===== config.mk =====
export PLATFORM = sky130hd
export DESIGN_NAME = pccd_unpack
export DESIGN_NICKNAME = d
export VERILOG_FILES = /design/src/rtl/pccd_pkg.sv /design/src/rtl/pccd_unpack.sv
export SDC_FILE = /design/constraint.sdc
export NUM_CORES = 1
export LEC_CHECK = 0
export ABC_AREA = 1
export BUFFER_PORTS_ARGS = -buffer_cell sky130_fd_sc_hd__buf_4
export CAP_MARGIN = 25
export CORE_MARGIN = 2
export CORE_UTILIZATION = 45
export DETAILED_ROUTE_END_ITERATION = 12
export HOLD_SLACK_MARGIN = 0.06
export SKIP_LAST_GASP = 1
export SYNTH_ARGS = -nofsm -noshare
export SYNTH_HDL_FRONTEND = slang
export SYNTH_SLANG_ARGS = --single-unit

===== constraint.sdc =====
create_clock -name clock -period 11.4 [get_ports clock]
set_input_delay 1.71 -clock clock [delete_from_list [all_inputs] [get_ports clock]]
set_output_delay 1.71 -clock clock [all_outputs]
set_load 0.01 [all_outputs]

===== src/rtl/pccd_pkg.sv =====
// Package for the packed code codebook dequantizer.
// Holds operation codes, register indexes and the single to half precision conversion.
// No dependencies.
package pccd_pkg;

   typedef enum logic [1:0] {
      OP_WRITE_ENTRY = 2'd0,
      OP_START_TILE  = 2'd1,
      OP_DATA_BYTE   = 2'd2,
      OP_UNUSED      = 2'd3
   } op_type;

   localparam logic CSR_BIT_WIDTH = 1'b0;
   localparam logic CSR_CODE_MASK = 1'b1;

   // Convert a single-precision bit pattern to half precision, round to nearest even.
   function automatic logic [15:0] to_half(input logic [31:0] f);
      logic [15:0] sign;
      logic [7:0]  ex;
      logic [22:0] man;
      logic signed [9:0] e;
      logic [23:0] m;
      logic [4:0]  sh;
      logic [23:0] rem;
      logic [23:0] halfway;
      logic [15:0] h;
      logic [12:0] lrem;
      sign = {f[31], 15'd0};
      ex = f[30:23];
      man = f[22:0];
      e = $signed({2'b00, ex}) - 10'sd112;
      m = {1'b1, man};
      sh = 5'd0;
      rem = '0;
      halfway = '0;
      lrem = man[12:0];
      h = '0;
      if (ex == 8'hFF) begin
         if (man != 23'd0) h = sign | 16'h7E00 | {6'd0, man[22:13]};
         else h = sign | 16'h7C00;
      end else if (e >= 10'sd31) begin
         h = sign | 16'h7C00;
      end else if (e <= 10'sd0) begin
         if (e < -10'sd10) begin
            h = sign;
         end else begin
            sh = 5'(10'sd14 - e);
            h = 16'(m >> sh);
            rem = m & ((24'd1 << sh) - 24'd1);
            halfway = 24'd1 << (sh - 5'd1);
            if (rem > halfway || (rem == halfway && h[0])) h = h + 16'd1;
            h = sign | h;
         end
      end else begin
         h = {1'b0, e[4:0], man[22:13]};
         if (lrem > 13'h1000 || (lrem == 13'h1000 && h[0])) h = h + 16'd1;
         h = sign | h;
      end
      return h;
   endfunction

endpackage


===== src/rtl/pccd_unpack.sv =====
// Bit unpacker: takes data bytes and emits one masked code per cycle while code_ready holds.
// Depends on pccd_pkg.
module pccd_unpack #(
   parameter int TileW = 19
) (
   input  logic             clock,
   input  logic             reset,
   input  logic             start_valid,
   input  logic [2:0]       start_shift,
   input  logic [TileW-1:0] start_codes,
   input  logic             byte_valid,
   input  logic [7:0]       byte_data,
   output logic             byte_ready,
   input  logic [3:0]       width_cfg,
   input  logic [7:0]       mask_cfg,
   output logic             code_valid,
   input  logic             code_ready,
   output logic [7:0]       code_value,
   output logic             code_last_item,
   output logic             code_last_tile
);
   import pccd_pkg::*;

   logic [14:0]      buf_ff, buf_in;
   logic [3:0]       held_ff, held_in;
   logic [2:0]       skip_ff, skip_in;
   logic [TileW-1:0] left_ff, left_in;
   logic             busy_ff, busy_in;
   logic [2:0]       cnt_ff, cnt_in;
   logic [3:0]       bw;
   logic [14:0]      sh_buf;
   logic [3:0]       rest;
   logic [TileW-1:0] left_dec;
   logic             fire;

   // Clamp the code width to 1..8.
   always_comb begin
      bw = width_cfg;
      if (bw == 4'd0) bw = 4'd1;
      if (bw > 4'd8) bw = 4'd8;
   end

   // Emit while enough bits are held; a byte is taken when idle or as the
   // last code of the previous byte leaves. At most eight codes per byte.
   assign code_valid     = busy_ff;
   assign fire           = busy_ff && code_ready;
   assign code_value     = buf_ff[7:0] & 8'((16'd1 << bw) - 16'd1) & mask_cfg;
   assign sh_buf         = buf_ff >> bw;
   assign rest           = held_ff - bw;
   assign left_dec       = left_ff - TileW'(1);
   assign code_last_tile = left_dec == '0;
   assign code_last_item = code_last_tile || rest < bw || cnt_ff == 3'd7;
   assign byte_ready     = !busy_ff || (fire && code_last_item);

   always_comb begin
      buf_in = buf_ff; held_in = held_ff; skip_in = skip_ff;
      left_in = left_ff; busy_in = busy_ff; cnt_in = cnt_ff;
      if (fire) begin
         buf_in = sh_buf; held_in = rest; left_in = left_dec;
         busy_in = 1'b0; cnt_in = cnt_ff + 3'd1;
         if (code_last_tile) begin
            buf_in = '0; held_in = '0;
         end
      end
      if (start_valid) begin
         left_in = start_codes; skip_in = start_shift;
         buf_in = '0; held_in = '0; busy_in = 1'b0; cnt_in = '0;
      end else if (byte_valid && byte_ready && left_in != '0) begin
         buf_in = buf_in | 15'(({7'd0, byte_data} >> skip_ff) << held_in);
         held_in = held_in + 4'd8 - {1'b0, skip_ff};
         skip_in = '0;
         cnt_in = '0;
         busy_in = (held_in >= bw);
      end
      if (fire && !code_last_item && !start_valid) busy_in = 1'b1;
   end

   always_ff @(posedge clock) begin
      if (reset) begin
         buf_ff <= '0; held_ff <= '0; skip_ff <= '0; left_ff <= '0; busy_ff <= 1'b0;
         cnt_ff <= '0;
      end else begin
         buf_ff <= buf_in; held_ff <= held_in; skip_ff <= skip_in;
         left_ff <= left_in; busy_ff <= busy_in; cnt_ff <= cnt_in;
      end
   end
endmodule


Yosys cells after proc, flatten, opt, wreduce, memory -nomap -nowiden
Cells that the tools add are included.

operators by class
  $add $sub $neg = 6
  $lt $le $gt $ge = 3
  eq/ne operators = 1
  shift-type cells = 4
  mux-type cells = 16
  bitwise logic cells = 3
  reductions and logical operators = 19

operators with widths
  operator                                              count
  2-to-1 mux 15 bit                                     3
  2-to-1 mux 19 bit                                     2
  2-to-1 mux 4 bit                                      5
  zero test 19 bit                                      1
  nonzero test 19 bit                                   1
  subtractor 19 x 1 -> 19 bit, second input constant    1
  bitwise AND 8 bit                                     2
  OR 15 bit                                             1
  left shift 15 x 4 -> 15 bit                           1
  right shift 15 x 4 -> 15 bit                          1
  right shift 8 x 3 -> 15 bit                           1
  left shift 1 x 4 -> 8 bit, first input constant       1
  subtractor 8 x 1 -> 8 bit, second input constant      1
  logical AND 1 bit                                     6
  2-to-1 mux 3 bit                                      2
  adder 4 bit, second input constant                    1
  greater-or-equal comparator 4 bit                     1
  greater-than comparator 4 bit, second input constant  1
  zero test 4 bit                                       1
  < comparator 4 bit                                    1
  2-to-1 mux 1 bit                                      4
  nonzero test 4 bit                                    1
  subtractor 4 x 3 -> 4 bit                             1
  subtractor 4 bit                                      1
  other kinds (7)                                       11

storage, ports and cells
  flip-flop bits (word level) = 45
  input bits = 47
  output and inout bits = 12
  logic and storage cells = 58

Logic depth before layout (Yosys ltp)
  word-level depth = 15
  mapped depth = 29
  mapped depth without buffers = 28

Worst setup path after synthesis
OpenSTA, ideal clock, no wires.

  path type = in2out
  start point = input width_cfg[3]
  end point = output byte_ready
  arrival time = 4177 ps
  required time = 9690 ps
  setup slack = 5513 ps
  stages = 18
  path buffers = 2
  path through = nor2_2 > nand2_1 > and2_1 > buf_2 > buf_2 > inv_1 > ha_1 > fa_1 > inv_1 > ha_1 > inv_1 > o21bai_1 > a21o_1 > a21oi_1 > nor2_1 > nand2_4 > nand2_2 > nand2_4

between the ends
  longest elaborated chain between the ends = 10

ends and longest elaborated chain
  what                               RTL line           source
  from (decl)                        pccd_unpack.sv:14  input logic [3:0] width_cfg,
  zero test 4 bit                    pccd_unpack.sv:39  if (bw == 4'd0) bw = 4'd1;
  2-to-1 mux 4 bit (*)               pccd_unpack.sv:39
  greater-than comparator 4 bit      pccd_unpack.sv:40  if (bw > 4'd8) bw = 4'd8;
  2-to-1 mux 4 bit (*)               pccd_unpack.sv:40
  subtractor 4 bit                   pccd_unpack.sv:49  assign rest = held_ff - bw;
  < comparator 4 bit (*)             pccd_unpack.sv:52  assign code_last_item = code_last_tile || rest < bw || cnt_ff == 3'd7;
  logical OR 1 bit (*) (2 in a row)  pccd_unpack.sv:52
  via code_last_item                 pccd_unpack.sv:19  output logic code_last_item,
  logical AND 1 bit (*)              pccd_unpack.sv:53  assign byte_ready = !busy_ff || (fire && code_last_item);
  logical OR 1 bit (*)               pccd_unpack.sv:53
  to (decl)                          pccd_unpack.sv:13  output logic byte_ready,

Mark *: on every way through the listed nets, which the timed path passes. The rest lies on a longest branch.

Worst setup path after layout
  start point = input width_cfg[3]
  end point = output byte_ready

between the ends
  longest elaborated chain between the ends = 10

ends and longest elaborated chain
  what                               RTL line
  zero test 4 bit                    pccd_unpack.sv:39
  2-to-1 mux 4 bit (*)               pccd_unpack.sv:39
  greater-than comparator 4 bit      pccd_unpack.sv:40
  2-to-1 mux 4 bit (*)               pccd_unpack.sv:40
  subtractor 4 bit                   pccd_unpack.sv:49
  < comparator 4 bit (*)             pccd_unpack.sv:52
  logical OR 1 bit (*) (2 in a row)  pccd_unpack.sv:52
  logical AND 1 bit (*)              pccd_unpack.sv:53
  logical OR 1 bit (*)               pccd_unpack.sv:53

Mark *: on every way between the ends. The rest lies on a longest branch, timed or not.

==> reports/metrics.yaml <==
sta:
  fmax_mhz: 147
  finalWorstSetupSlack_ps: 4580
  slew_violations: 0
  hold_viol: 0
  worst_pin_slew_ps: 1010
  rsz0062_at_grt: "false"
  period_minus_slack_ps: 6820
  final.setup.tns_ps: 0
  skew_ps: 19.7
  setup-violations-final: 0
  relSlewSlack_pct: 32.7
  period_share_pct: 59.8
routing:
  route.detailed.drc: 0
  vias_per_cell: 5.33
  via_count: 4921
  wl_per_cell_um: 14.6
  drt_iter0_drc: 314
  drt-total-wl_mm: 13.5
  drt-pass1-iter-count: 4
  postRouteAntennaNets: 0
cells_and_area:
  nets: 859
  drive_above_1_share_pct: 14.1
  n_antenna_cell: 0
  area_growth_pct: 12.7
min_path:
  hp-class: "register to register"
setup_path:
  end_kind: "output pin"
  crit_family: "simple AND/OR/NAND/NOR gates"
  slowest_delay_ps: 620
  path_common_cell: "inv_1"
  cp.arrival_ps: 5110
  cp_slowest_cell: "and2_1"
  cp.required_ps: 9690
  crit_path_max_fanout: 26
  crit_type: "input pin to output pin"
  startpoint_type: "input pin"
  crit_chain: "buf_4, inv_1, nand2_1, and2_1, inv_1, ha_1, fa_1, inv_1, ha_1, inv_1, o21bai_1, a21o_1, a21oi_1, nor2_1, nand2_4, nand2_2, nand2_4, buf_4"
  cp.buffers_inverters: 6
grt:
  grt_pass1_vias: 4601
  antenna_found_initial: 0
  grt_max_degree: 36
  grt-ovfl-total: 0
  grt_pass1_wl_mm: 22.1
  grtUsageTotal_pct: 26.4
place:
  hpwl_mm: 10.5
  io_buffer_count: 58
  pre_cts_slack_ps: 4590
  routabilityCongestion: 0.953
clock_tree:
  clk_latency_ps: 310
  clkTransAtPathRegs_ps: 90
  cts_resized: 0
  htree_levels: 2
  clk_path_buf_depth: 2
  hold_buffers: 0
  cts_setup_buffers: 0
  clock_sinks: 45
  cts_tree: "built"
  cts-root-buf: "clkbuf_8"
  cts-buffers-inserted: 5
run:
  maxCapViolations: 0
synthesis:
  synth_area_per_cell_sq_um: 5.90
  synth-edff-count: 0
  ys_seq_area_share_pct: 20.4
  synth-compound-area-share_pct: 17.8
  synthMostInstantiatedCell: "nand2_1"
  yosysTopAreaCell: "dfxtp_1"
  netlist.area_leader.share_pct: 20.4
  ys_seq_elements: 45
  synth_mux_area_share_pct: 0.226
  synth_top_family_by_area: "simple AND/OR/NAND/NOR gates"
  syn_nets: 819
  synth_commonest_cells: "nand2_1, nand3_1, inv_1"
  synth_area_sq_um: 4430
  synth_cells: 750
  ys_types: 47
  synthArstFlopShare_pct: 0
  synth_xor_area_share_pct: 1.38
  synth_flop_cell: "dfxtp_1"
  synthSimpleGateAreaFrac_pct: 43.0
  synth.area.top_cells: "dfxtp_1, nand2_1, nand3_1"
  synth-warning-count: 0
  synth_fa_ha_area_share_pct: 6.56
floorplan:
  initial_core_util_pct: 45.9
  num_io_pins: 59
  dieArea_sq_um: 10600
  dieWidth_um: 103
  floorplan.rows: 36
  fp.dieH_um: 103
  fp.coreArea_sq_um: 9640
pwr:
  seqPwrFrac_pct: 32.5
  p_sw_uw: 250
  leakage_nw: 2.37
  p_comb_share_pct: 49.5
  p_int_uw: 311
  power.density_nw_per_um2: 112
  swShare_pct: 44.6
  peakVddDrop_uv: 51.3
  p_clk_share_pct: 18.0
status:
  status: "completed"
[sequential cells by signal, summed over array words and instances, names as in the netlist]
signal      cells
cnt_ff          3
code_valid      1
buf_ff         15
held_ff         4
skip_ff         3
left_ff        19
[worst paths after layout]
| check | slack [ps] | cells past startpoint | start | end |
|---|---|---|---|---|
| max reg2reg | 7010 | 24 | left_ff[0]$_SDFF_PP0_ | code_valid$_SDFFE_PP0P_ |
| min reg2reg | 480 | 2 | cnt_ff[1]$_SDFFE_PP0P_ | cnt_ff[1]$_SDFFE_PP0P_ |
| min | 480 | 2 | cnt_ff[1]$_SDFFE_PP0P_ | cnt_ff[1]$_SDFFE_PP0P_ |
| max | 4580 | 18 | width_cfg[3] | byte_ready |
[power by group through the flow]
stage | Sequential (mW) | Combinational, mW | Clock, mW
3_3_place_gp | 0.186 | 0.269 | 0
2_1_floorplan | 0.181 | 0.207 | 0
5_1_grt | 0.184 | 0.315 | 0.110
6_report | 0.182 | 0.278 | 0.101
3_5_place_dp | 0.186 | 0.274 | 0
4_1_cts | 0.182 | 0.275 | 0.103
[routing by layer]
metal	global-route usage, %	vias to the layer above	share of wire, %	wire [um]
met2	43.3	150	44	6000
met3	3.43	15	6.0	815
met1	37.0	2228	48	6490
li1	-	2528	-	-
met5	0	-	0	0
met4	6.38	0	1.5	201
[final cells by class]
class | count | area (sq um)
well taps | 133 | 166
inverters | 89 | 334
repair buffers | 60 | 450
multi-input cells | 589 | 3060
fillers | 1075 | 4650
clock inverters | 1 | 8.76
flip-flops and latches | 45 | 901
clock buffers | 6 | 72.6
[per-stage QoR]
step / instance area (sq um) / power, mW / instances / hold WS, ps / util (%)
after global routing: 4990 / 0.609 / 923 / 524 / 51.8
final: 4990 / 0.561 / 923 / 476 / 51.8
after detailed placement: 4910 / 0.460 / 916 / 467 / 50.9
after global placement: 4910 / 0.455 / 916 / 452 / 50.9
after floorplan: 4430 / 0.387 / 750 / 445 / -
after CTS: 4990 / 0.560 / 923 / 481 / 51.8
[kinds of logic (layout without fill, tap and decap cells)]
logic type,count (synthesis),after routing
other cells,1,1
xor+xnor,7,7
flops,45,45
fa+ha+maj,22,22
compound gates,137,137
simple gates,421,421
buf+inv,116,156
mux,1,1
[layout by cell type (no fill, tap or decap), types with 3 or more instances in the layout]
master,count
nand2_1,211
nand3_1,88
inv_1,82
nor2_1,72
o21ai_0,72
buf_4,60
dfxtp_1,45
a21oi_1,25
ha_1,20
nor2_2,12
nand2_4,8
nand2_2,8
o22ai_1,7
inv_2,6
o221ai_1,6
o21ai_1,5
nand4_1,5
o211ai_1,5
clkbuf_8,5
nor2_4,4
xor2_1,4
nor3_1,4
and2_1,3
xnor2_1,3
[tightest hold or removal path: stages, from the launching register on]
cell,delay (ps)
dfxtp_1,320
nand2_1,60
a21oi_1,50
No activity file was read; power rests on OpenSTA's default activity.
